**src/hw/rtl/bft_pkg.sv**
```systemverilog
package bft_pkg;

    localparam int NUM_FUNCS       = 8;
    localparam int POINTS_PER_FUNC = 32;
    localparam int COORD_BITS      = 16;

    localparam int FUNC_W = $clog2(NUM_FUNCS);
    localparam int IDX_W  = $clog2(POINTS_PER_FUNC);
    localparam int CNT_W  = $clog2(POINTS_PER_FUNC + 1);
    localparam int FIU_W  = $clog2(NUM_FUNCS + 1);
    localparam int ADDR_W = FUNC_W + IDX_W;
    localparam int DIV_W  = 2 * COORD_BITS + 1;

    localparam logic [15:0] TOL_RESET = 16'd655;

    typedef enum logic [1:0] {
        OP_INSERT = 2'd0,
        OP_REMOVE = 2'd1,
        OP_EVAL   = 2'd2,
        OP_CLEAR  = 2'd3
    } t_op;

    localparam logic [1:0] ST_OK      = 2'd0;
    localparam logic [1:0] ST_FULL    = 2'd1;
    localparam logic [1:0] ST_NOMATCH = 2'd2;

    typedef struct packed {
        t_op                   op;
        logic [2:0]            func;
        logic [COORD_BITS-1:0] x;
        logic [COORD_BITS-1:0] y;
    } t_cmd;

    typedef struct packed {
        logic [2:0]  func;
        logic [15:0] value;
        logic [1:0]  status;
        logic        last;
    } t_res;

    typedef enum logic [3:0] {
        S_IDLE,
        S_EVF,
        S_RD,
        S_USE,
        S_ISH_RD,
        S_ISH_WR,
        S_PUT,
        S_RSH_RD,
        S_RSH_WR,
        S_MUL,
        S_DIVS,
        S_DIVW,
        S_OUT
    } t_state;

endpackage

```
**src/hw/rtl/bft_front.sv**
```systemverilog
module bft_front import bft_pkg::*; (
    input  logic        i_clk,
    input  logic        i_rst_n,
    input  logic        push,
    output logic        full,
    input  logic [1:0]  i_op,
    input  logic [2:0]  i_func_index,
    input  logic [15:0] i_x_pos,
    input  logic [15:0] i_y_pos,
    output logic        o_cmd_valid,
    output t_cmd        o_cmd,
    input  logic        i_cmd_ack
);

    t_cmd       r_q [2];
    logic       r_wp, r_rp;
    logic [1:0] r_cnt;
    logic       wr, rd;
    t_cmd       cmd_in;

    always_comb begin
        cmd_in.op   = t_op'(i_op);
        cmd_in.func = i_func_index;
        cmd_in.x    = i_x_pos[COORD_BITS-1:0];
        cmd_in.y    = i_y_pos[COORD_BITS-1:0];
    end

    assign full        = (r_cnt == 2'd2);
    assign o_cmd_valid = (r_cnt != 2'd0);
    assign o_cmd       = r_q[r_rp];
    assign wr          = push && !full;
    assign rd          = i_cmd_ack && o_cmd_valid;

    always_ff @(posedge i_clk) begin
        if (!i_rst_n) begin
            r_wp  <= 1'b0;
            r_rp  <= 1'b0;
            r_cnt <= 2'd0;
        end else begin
            if (wr) r_wp <= ~r_wp;
            if (rd) r_rp <= ~r_rp;
            r_cnt <= r_cnt + {1'b0, wr} - {1'b0, rd};
        end
    end

    always_ff @(posedge i_clk) begin
        if (wr) r_q[r_wp] <= cmd_in;
    end

endmodule

```
**config.mk**
```make
export PLATFORM = sky130hd
export DESIGN_NAME = bft_front
export DESIGN_NICKNAME = d
export VERILOG_FILES = /design/src/hw/rtl/bft_pkg.sv /design/src/hw/rtl/bft_front.sv
export SDC_FILE = /design/constraint.sdc
export NUM_CORES = 1
export LEC_CHECK = 0
export BUFFER_PORTS_ARGS = -buffer_cell sky130_fd_sc_hd__clkbuf_2
export CAP_MARGIN = 20
export CORE_UTILIZATION = 50
export DETAILED_ROUTE_END_ITERATION = 10
export MAX_ROUTING_LAYER = met4
export PLACE_DENSITY = 0.81
export SLEW_MARGIN = 25
export SYNTH_ARGS = -nofsm -noshare
export SYNTH_HDL_FRONTEND = slang
export SYNTH_SLANG_ARGS = --single-unit
```
**constraint.sdc**
```tcl
create_clock -name i_clk -period 6.6 [get_ports i_clk]
set_input_delay 0.33 -clock i_clk [delete_from_list [all_inputs] [get_ports i_clk]]
set_output_delay 0.33 -clock i_clk [all_outputs]
set_load 0.1 [all_outputs]
```
Word level (Yosys, flattened, before mapping)
Memory sizes are Yosys's and may differ from the RTL's. A register that Yosys moved wholly into a read port is not among the register bits.
Index checks and enable logic that the tools add are counted.
{"block": "classes", "add_sub_neg": 2, "eq_ne": 1, "n_mux": 4, "n_bitwise": 2, "n_reduce_logical": 4}
{"op": "$mux 1", "n": 4}
{"op": "$add 2x1->2", "n": 1}
{"op": "$eq 2x2->1 const B", "n": 1}
{"op": "$logic_and 1x1->1", "n": 2}
{"op": "$not 1->1", "n": 2}
{"op": "$reduce_bool 2->1", "n": 1}
{"op": "$sub 2x1->2", "n": 1}
{"op": "$logic_not 1->1", "n": 1}
{"block": "totals", "reg_bits": 4, "ramBits": 74, "in_bits": 41, "out_inout_bits": 39, "n_memories": 1}
{"memory": "r_q", "depth": 2, "width": 37, "read_ports": 1, "rd_ports_with_merged_regs": 1, "wr": 1, "line_no": "bft_front.sv:15", "source": "t_cmd r_q [2];"}

Longest topological paths before layout
{"block": "depth", "ltp_word": 5, "ltp_mapped": 8, "ltp_nobuf": 8}

Worst setup path after synthesis
Ideal clock, no wire load.
{"block": "synth_path", "kind": "register -> register", "startpoint": "register r_cnt[0]", "endpoint": "memory r_q[0][0] (netlist bit), enable pin", "t_arrival_ps": 2141, "setup_slack_ps": 4028, "stages_incl_launch_ff": 4, "path_buffers": 0, "synth_period_minus_slack_ps": 2572, "path_cell_list": "dfxtp_1 > nand2b_1 > nand2_1 > nor2_1"}
{"block": "synth_between", "elab_chain_cells": 5}
{"item": "start: declaration", "line_no": "bft_front.sv:17", "source": "logic [1:0] r_cnt;"}
{"item": "start signal: assignment", "line_no": "bft_front.sv:42", "source": "r_cnt <= r_cnt + {1'b0, wr} - {1'b0, rd};"}
{"item": "$eq 2x2->1", "line_no": "bft_front.sv:28", "source": "assign full = (r_cnt == 2'd2);"}
{"item": "$logic_not 1->1", "line_no": "bft_front.sv:31", "source": "assign wr = push && !full;"}
{"item": "$logic_and 1x1->1", "line_no": "bft_front.sv:31"}
{"item": "$mux 1", "line_no": "bft_front.sv:47", "source": "if (wr) r_q[r_wp] <= cmd_in;"}
{"item": "$mux 1 (not written as such)", "line_no": "bft_front.sv:47"}
{"item": "end: declaration", "line_no": "bft_front.sv:15"}
Every way passes these cells.

==> qor.txt <==
Status - complete, no violations
Drt wl/cell - 15.03 um
FP Rows - 28
Final setup viols - 0
Worst hold path cell count - 1
Global-route wire length before repair - 7238 um
Worst r2r path cells - 4
Min cycle time layout - 2211 ps
Period utilization - 0.3351
Worst r2r src - r_cnt[0]
Sequential area share after synthesis - 0.7597
Vias in the first global route - 1522
Crit path capture - o_cmd[36]
Post_cts resized - 0
Layout cell share with drive strength beyond 1 - 0.5708
Max_cap viols - 0
Port Buffer Count - 79
DRC - 0
Antenna violations before repair - 0
Vias - 1498
RSZ-0062 raised after global routing - false
Syn Inst Count - 141
Post-CTS Hold Buffers - 0
Worst-skew pair later-pin latency - 320 ps
Post-Syn Area - 3057 um^2
Area grow syn2layout - 20.10%
CTS max path bufs - 2
Endpoints failing hold - 0
Pre-Repair DR Iteration Count - 4
Startpoint type of the worst setup path - flop
Die X - 80.19 um
Slew Limit Headroom - 0.4157
Global-route usage over all layers - 0.1612
Crit-path max FO - 37
Clk sinks - 79
1st-iter DRT viols - 123
RePlAce Congestion - 0.6662
Crit Reg-Reg Endpoint - r_q[0][13]
DP Wirelength - 3098 um
Largest net degree at the start of global routing - 38
Num CTS Buffers - 9
Crit path arrival time - 1880 ps
HP Class - primary input to flop
Die H - 80.19 um
Final nets - 271
CP Capture Type - output port
CTS root buf - clkbuf_8
Syn_area_per_cell - 21.68 um^2
Antenna Cells - 0
DR vias/cell - 4.864
CTS tree - done
Max-slew violations - 0
TNS Setup - 0 ps
Clock slew at reported path FFs - 80 ps
Synth cell types - 18
Syn. warnings - 0
Seq cells post-synth - 79
Post-CTS setup buffers - 0
CP Class - flop to output port
Syn nets - 184
Die ar. - 6430 um^2
Initial core utilization - 0.5163
R2R setup slack - 4890 ps
Post-Route WL - 4629 um
WP data required - 6270 ps
Overflow after GRT - 0
Core Box Area - 5921 um^2
Max Clock Skew - 8.301 ps
Worst-Margin Slew - 876.4 ps
# IOs - 80
Antenna viol nets, final - 0
F_max - 452.2 MHz
# H-tree levels - 3
worst max-delay path, cell delays in order (launching register included):
cell and delay, ps:
dfxtp_4 770, mux2_2 410, clkbuf_2 370
layout by cell type (no fill, tap or decap), types with 2 or more instances in the layout:
cell and instances:
clkbuf_2 79, edfxtp_1 74, mux2_4 30, clkbuf_8 9, mux2_2 7, dfxtp_1 4
inv_1 3, nor2_1 3, nand2b_1 2, nand2_1 2, xnor2_1 2, ha_1 2
clkinv_2 2, clkbuf_1 2, clkinv_1 2
worst min-delay path by stage:
stage	from	end
floorplan	i_y_pos[0]	r_q[0][0]
global placement	r_rp	r_rp
detailed placement	r_wp	r_wp
CTS	i_x_pos[3]	r_q[1][19]
global route	i_x_pos[8]	r_q[0][24]
finish	i_y_pos[4]	r_q[1][4]
layer usage:
metal | up-vias | wire length, um | global-route usage | share of wire
met1 | 725 | 1799 | 0.1796 | 0.39
met5 | - | 0 | - | 0
met4 | 0 | 119 | 0.09821 | 0.026
met3 | 11 | 156 | 0.02614 | 0.034
met2 | 45 | 2555 | 0.2726 | 0.55
li1 | 717 | - | - | -
flip-flops by register name, indices dropped and copies added, names as in the netlist, named ones only:
register	cells
r_cnt	2
r_wp	1
r_q	74
r_rp	1
stage by stage:
step                instances  hold WS [ps]    util  cell area (um^2)  setup slack (ps)
floorplan                 141         428.9       -              3057              4028
global placement          291         493.9  0.5885              3485              4357
detailed placement        292         512.5  0.5936              3515              4708
CTS                       308         176.5  0.6200              3671              4349
global route              308         177.0  0.6200              3671              4301
finish                    308         191.8  0.6200              3671              4389
layout make-up:
class	instances	area, um^2
Sequential cell	79	2326
Timing Repair Buffer	80	422.9
Fill cell	455	2250
Tap cell	75	93.84
Multi-Input combinational cell	55	660.6
Inverter	3	11.26
Clock inverter	5	25.02
Clock buffer	11	131.4
synthesized netlist by cell type:
cell type	instances	area (um^2)
and2_1	1	6.260
and3_1	1	6.260
buf_12	3	60.06
buf_6	1	11.26
dfxtp_1	5	100.1
edfxtp_1	74	2222
ha_1	2	25.02
inv_1	3	11.26
mux2_2	7	78.83
mux2_4	30	450.4
mux2i_1	1	10.01
nand2_1	2	7.510
nand2b_1	2	12.51
nor2_1	4	15.01
o21a_1	1	7.510
or2_2	1	6.260
xnor2_1	2	17.52
xor2_1	1	8.760
cell families after synthesis:
logic type / Yosys count / share of synthesized area
XOR/XNOR: 3 / 0.008598
flip-flops: 79 / 0.7597
AND/OR/NAND/NOR: 11 / 0.01760
AO/OA/AOI/OAI: 1 / 0.002457
adder cells (fa/ha/maj): 2 / 0.008185
buffers and inverters: 7 / 0.02702
multiplexers: 38 / 0.1764
Power is not shown: default switching activity piles up to over one toggle a cycle in this logic, so the estimate is an artifact.
