[src/hw/rtl/bft_pkg.sv]
package bft_pkg;

    localparam int NUM_FUNCS       = 8;
    localparam int POINTS_PER_FUNC = 32;
    localparam int COORD_BITS      = 16;

    localparam int FUNC_W = $clog2(NUM_FUNCS);
    localparam int IDX_W  = $clog2(POINTS_PER_FUNC);
    localparam int CNT_W  = $clog2(POINTS_PER_FUNC + 1);
    localparam int FIU_W  = $clog2(NUM_FUNCS + 1);
    localparam int ADDR_W = FUNC_W + IDX_W;
    localparam int DIV_W  = 2 * COORD_BITS + 1;

    localparam logic [15:0] TOL_RESET = 16'd655;

    typedef enum logic [1:0] {
        OP_INSERT = 2'd0,
        OP_REMOVE = 2'd1,
        OP_EVAL   = 2'd2,
        OP_CLEAR  = 2'd3
    } t_op;

    localparam logic [1:0] ST_OK      = 2'd0;
    localparam logic [1:0] ST_FULL    = 2'd1;
    localparam logic [1:0] ST_NOMATCH = 2'd2;

    typedef struct packed {
        t_op                   op;
        logic [2:0]            func;
        logic [COORD_BITS-1:0] x;
        logic [COORD_BITS-1:0] y;
    } t_cmd;

    typedef struct packed {
        logic [2:0]  func;
        logic [15:0] value;
        logic [1:0]  status;
        logic        last;
    } t_res;

    typedef enum logic [3:0] {
        S_IDLE,
        S_EVF,
        S_RD,
        S_USE,
        S_ISH_RD,
        S_ISH_WR,
        S_PUT,
        S_RSH_RD,
        S_RSH_WR,
        S_MUL,
        S_DIVS,
        S_DIVW,
        S_OUT
    } t_state;

endpackage

[src/hw/rtl/bft_outq.sv]
module bft_outq import bft_pkg::*; (
    input  logic        i_clk,
    input  logic        i_rst_n,
    input  logic        i_res_push,
    input  t_res        i_res,
    output logic        o_res_full,
    output logic        empty,
    input  logic        pop,
    output logic [2:0]  o_out_func,
    output logic [15:0] o_value,
    output logic [1:0]  o_status,
    output logic        o_last
);

    t_res       r_q [4];
    logic [1:0] r_wp, r_rp;
    logic [2:0] r_cnt;
    logic       wr, rd;
    t_res       head;

    assign o_res_full = (r_cnt == 3'd4);
    assign empty      = (r_cnt == 3'd0);
    assign wr         = i_res_push && !o_res_full;
    assign rd         = pop && !empty;
    assign head       = r_q[r_rp];
    assign o_out_func = head.func;
    assign o_value    = head.value;
    assign o_status   = head.status;
    assign o_last     = head.last;

    always_ff @(posedge i_clk) begin
        if (!i_rst_n) begin
            r_wp  <= 2'd0;
            r_rp  <= 2'd0;
            r_cnt <= 3'd0;
        end else begin
            if (wr) r_wp <= r_wp + 2'd1;
            if (rd) r_rp <= r_rp + 2'd1;
            r_cnt <= r_cnt + {2'b0, wr} - {2'b0, rd};
        end
    end

    always_ff @(posedge i_clk) begin
        if (wr) r_q[r_wp] <= i_res;
    end

endmodule

[config.mk]
export PLATFORM = sky130hd
export DESIGN_NAME = bft_outq
export DESIGN_NICKNAME = d
export VERILOG_FILES = /design/src/hw/rtl/bft_pkg.sv /design/src/hw/rtl/bft_outq.sv
export SDC_FILE = /design/constraint.sdc
export NUM_CORES = 1
export LEC_CHECK = 0
export BUFFER_PORTS_ARGS = -buffer_cell sky130_fd_sc_hd__buf_2
export CORE_UTILIZATION = 59
export CTS_BUF_LIST = sky130_fd_sc_hd__clkbuf_8
export CTS_CLUSTER_SIZE = 30
export DETAILED_ROUTE_END_ITERATION = 8
export GPL_ROUTABILITY_DRIVEN = 0
export HOLD_SLACK_MARGIN = 0.12
export PLACE_DENSITY = 0.82
export SLEW_MARGIN = 20
export SYNTH_ARGS = -nofsm -noshare
export SYNTH_HDL_FRONTEND = slang
export SYNTH_SLANG_ARGS = --single-unit
[constraint.sdc]
create_clock -name i_clk -period 2.29 [get_ports i_clk]
set_input_delay 0.1145 -clock i_clk [delete_from_list [all_inputs] [get_ports i_clk]]
set_output_delay 0.1145 -clock i_clk [all_outputs]
set_load 0.1 [all_outputs]
# == After elaboration in Yosys (flattened, before gate mapping) ==
# Memories as Yosys holds them, arrays and structs flattened. A register that Yosys moved wholly into a read port is not among the register bits.
# Cells that the tools add are included.
# W data, S select, Z words.
# word_totals
ff_bits,7
inputBits,26
output_inout_bits,24
wordCells,18
mem_count,1
mem_bits_rw,88
# op_classes
n_mux,4
n_reduce_logical,5
n_eq_ne,1
n_addsub,4
# mem_list
memory,words,width,rd,rd_ports_with_merged_regs,wr,line,rtl
r_q,4,22,1,1,1,bft_outq.sv:15,t_res r_q [4];
# op_table
cell,n
$add A2 B1 Y2 const B,2
$mux W2,2
$add A3 B1 Y3,1
$eq A3 B3 Y1 const B,1
$logic_not A3 Y1,1
$sub A3 B1 Y3,1
$logic_and A1 B1 Y1,2
$logic_not A1 Y1,2
$mux W1,2

# == Logic depth before layout (Yosys ltp) ==
# depth
depth_word,5
ltp_mapped,11
ltp_nobuf,10

# == Worst setup path after synthesis ==
# OpenSTA, ideal clock, no wires.
# synth_path
kind,flip-flop to flip-flop
from,register r_cnt[1]
to,register r_cnt[2]
t_required_ps,2175
stages_incl_launch_ff,10
setup_ps,115
slack_ps,-948
arrival_time_ps,3123
n_path_buf,0
period_less_slack_ps,3238
cell_sequence,dfxtp_1 -> nor3_2 -> nor2b_1 -> ha_1 -> inv_1 -> ha_1 -> fa_1 -> xnor2_1 -> xnor2_1 -> and2_1
# synth_between
word_cells_on_any_way,8
classes_between,add/sub: 2; eq/ne: 1; reduce/logical: 5
# synth_rtl
item,line,rtl
from (decl),bft_outq.sv:17,logic [2:0] r_cnt;
from (signal assigned),bft_outq.sv:39,"r_cnt <= r_cnt + {2'b0, wr} - {2'b0, rd};"
$logic_not A3 Y1,bft_outq.sv:22,assign empty = (r_cnt == 3'd0);
net empty,bft_outq.sv:7,"output logic empty,"
$logic_not A1 Y1,bft_outq.sv:24,assign rd = pop && !empty;
$logic_and A1 B1 Y1,bft_outq.sv:24,
net rd,bft_outq.sv:18,"logic wr, rd;"
$sub A3 B1 Y3,bft_outq.sv:39,
# The timed path passes the listed nets, and every way through them passes these cells.
# A chain may end at the register's enable or synchronous reset.

# == Final worst setup path ==
# layout_path
from,register r_cnt[1]
to,register r_cnt[2]
# layout_between
elab_chain_cells,5
word_cells_on_any_way,8
classes_between,add/sub: 2; eq/ne: 1; reduce/logical: 5
# layout_lines
item,line,rtl
$eq A3 B3 Y1,bft_outq.sv:21,assign o_res_full = (r_cnt == 3'd4);
$logic_not A1 Y1,bft_outq.sv:23,assign wr = i_res_push && !o_res_full;
$logic_and A1 B1 Y1,bft_outq.sv:23,
$add A3 B1 Y3,bft_outq.sv:39,
$sub A3 B1 Y3 (*),bft_outq.sv:39,
# Mark *: on every way between the ends. The rest lies on a longest branch, timed or not.

==> results.md <==
* Run status: finished, final reports clean
* Slew headroom at 0.664
* Max frequency at 0.480 GHz
* Vias in the first global route at 1898
* Post-synth net total at 198
* Total power at 5.48 mW
* Max Buffers Root-to-Sink at 2
* CTS resizes at 0
* Clk_skew at 0.00736 ns
* Largest fanout on the critical path at 3
* Post-CTS Hold Buffers at 25
* Net Sw Power at 2.36 mW
* Register clock-pin slew on the reported worst setup and hold paths at 0.08 ns
* Lkg Pwr at 1.58 nW
* Post-CTS setup buffer count at 0
* Top Ports at 50
* Row Count at 28
* Starting Density at 0.616
* Max-slew violations at 0
* Worst EP arrival at 2.33 ns
* Remaining DRCs at 0
* DRT Pass-1 Iters at 4
* Met2 Use GR at 0.341
* Max rail drop VDD at 914 uV
* Final period util at 0.910
* Tmin final at 2.08 ns
* Placed cell areas at 0.00411 sq mm
* Ys Warns at 0
* Clock latency on the worst-skew pair at 0.35 ns
* First-pass GRT wire length at 9.36 mm
* GR Util met1 at 0.259
* DIE AREA at 0.00654 sq mm
* Grt met3 use at 0.0404
* Antenna diodes at 0
* Internal power at 3.12 mW
* Root Driver: clkbuf_8
* Commonest non-fill, non-tap cell in the layout: edfxtp_1
* Largest net degree at the start of global routing at 23
* DRT antenna net count at 0
* Clk sinks at 97
* Initial detailed-routing violation count at 74
* Synth Instances at 165
* Clock power share at 0.167
* Seq/Total Area, Yosys at 0.769
* Total wire length at 6.06 mm
* Commonest cells after routing, fill and taps aside: 88 x edfxtp_1, 49 x buf_2, 25 x dlygate4sd3_1
* WS Path Type: reg2reg
* Detailed-placement wirelength estimate at 3.93 mm
* WL per Instance at 18.1 microns
* DP Cell Count at 296
* Unrepaired setup endpoints after global routing: no
* Final Instance Area at 0.00451 sq mm
* Worst setup SP type: flip-flop
* CP Capture Type: flip-flop
* Final hold vios at 0
* DIE HEIGHT at 80.9 microns
* Layout area overhead at 23.0%
* Die X at 80.9 microns
* Vias at 1812
* Required time of the critical path at 2.53 ns
* Measured slew at the worst slew-check pin at 0.507 ns
* HP Class: in2reg
* Switching Share at 0.431
* Peak-usage layer in the global routing report: met2
* Power Dens Cells at 1210 mW/mm^2
* Register-to-register setup slack at 0.21 ns
* Flops & latches, synth at 97
* Max cap viols at 0
* Gr usage total at 0.207
* Antenna violations before repair at 0
* Gr ovfl total at 0
* IO Port Bufs at 49
* Fillcell total at 354
* Final setup violation count at 0
* # nets final at 290
* Core Region at 0.00596 sq mm
* Finished Layout Cells at 335
* CTS tree: done
* H-Tree Depth at 3
* Count of cell types in the netlist at 21
* Share of post-route cells with drive strength above 1 at 0.396
* Syn Area/Cell at 22.2 sq um
* Vias/cell at 5.41
* Part of the power in registers at 0.408
* CTS Buf Count at 9
* Synthesized area at 0.00367 sq mm
* Logic pwr share at 0.424
stage by stage:
stage	hold WS [ns]	worst slack [ns]	utilization	setup TNS (ns)
2_1_floorplan	0.213	-0.407	-	-0.792
3_3_place_gp	0.330	0.291	0.689	0
3_5_place_dp	0.337	0.213	0.689	0
4_1_cts	0.313	0.194	0.758	0
5_1_grt	0.325	0.0596	0.758	0
6_report	0.327	0.207	0.758	0
power groups by stage:
| stage | Combinational, mW | Sequential, mW | Clock, mW |
|---|---|---|---|
| floorplan | 1.95 | 2.26 | 0 |
| global route | 2.44 | 2.26 | 1.00 |
| detailed placement | 2.30 | 2.28 | 0 |
| CTS | 2.35 | 2.24 | 0.932 |
| global placement | 2.28 | 2.26 | 0 |
| finish | 2.33 | 2.24 | 0.917 |
flip-flops by register name (all words and copies together) (netlist names), named ones only:
| register | count |
|---|---|
| r_cnt | 3 |
| r_wp | 2 |
| r_rp | 2 |
| r_q | 88 |
cell usage after synthesis:
| master | instances | area share |
|---|---|---|
| edfxtp_1 | 88 | 0.72 |
| mux4_2 | 20 | 0.12 |
| dfxtp_1 | 9 | 0.049 |
| and2_1 | 7 | 0.012 |
| ha_1 | 6 | 0.020 |
| inv_1 | 6 | 0.0061 |
| nand2_1 | 6 | 0.0061 |
| buf_6 | 3 | 0.0092 |
| o21ai_0 | 3 | 0.0041 |
| buf_2 | 2 | 0.0027 |
| mux2i_1 | 2 | 0.0055 |
| mux4_1 | 2 | 0.014 |
| nor2b_1 | 2 | 0.0034 |
| xnor2_1 | 2 | 0.0048 |
| a21boi_1 | 1 | 0.0020 |
| clkbuf_1 | 1 | 0.0010 |
| fa_1 | 1 | 0.0055 |
| nand4bb_1 | 1 | 0.0031 |
| nor3_2 | 1 | 0.0027 |
| nor3b_2 | 1 | 0.0034 |
| or3_1 | 1 | 0.0017 |
area by class of cell:
cell class	count	area, sq um	area share
clock buffer	9	124	0.0274
clock inverter	5	35.0	0.00776
inverter	6	22.5	0.00499
multi-input combinational	56	795	0.176
sequential	97	2830	0.626
tap	75	93.8	0.0208
timing repair buffer	87	618	0.137
critical path, cell delays in order (launching register included):
cell and delay, ns:
dfxtp_1 0.45, nor3b_4 0.07, nor2b_1 0.19, inv_2 0.05
ha_1 0.27, inv_1 0.04, ha_2 0.16, fa_2 0.33
xnor2_1 0.19, xnor2_1 0.09, and2_1 0.15
worst paths after layout:
path                             endpoint        from  depth (start not counted)
worst max-delay path             r_cnt[2]    r_cnt[1]                         10
worst min-delay path              r_wp[0]  i_res_push                          4
worst max register to register   r_cnt[2]    r_cnt[1]                         10
worst min register to register  flip-flop     r_rp[1]                          2
logic make-up after synthesis:
logic type | count (synthesis) | synth area share
AOI/OAI and AO/OA | 4 | 0.00614
xor gates and xnor gates | 2 | 0.00477
muxes | 24 | 0.143
adders and majority gates | 7 | 0.0259
and+or+nand+nor | 19 | 0.0324
DFF | 97 | 0.769
buffers and inverters | 12 | 0.0191
routing by layer:
layer | share of wire | vias up
li1 | - | 848
met1 | 0.42 | 894
met2 | 0.52 | 57
met3 | 0.036 | 13
met4 | 0.023 | 0
met5 | 0 | -
Power figures use the tool's default switching activity.
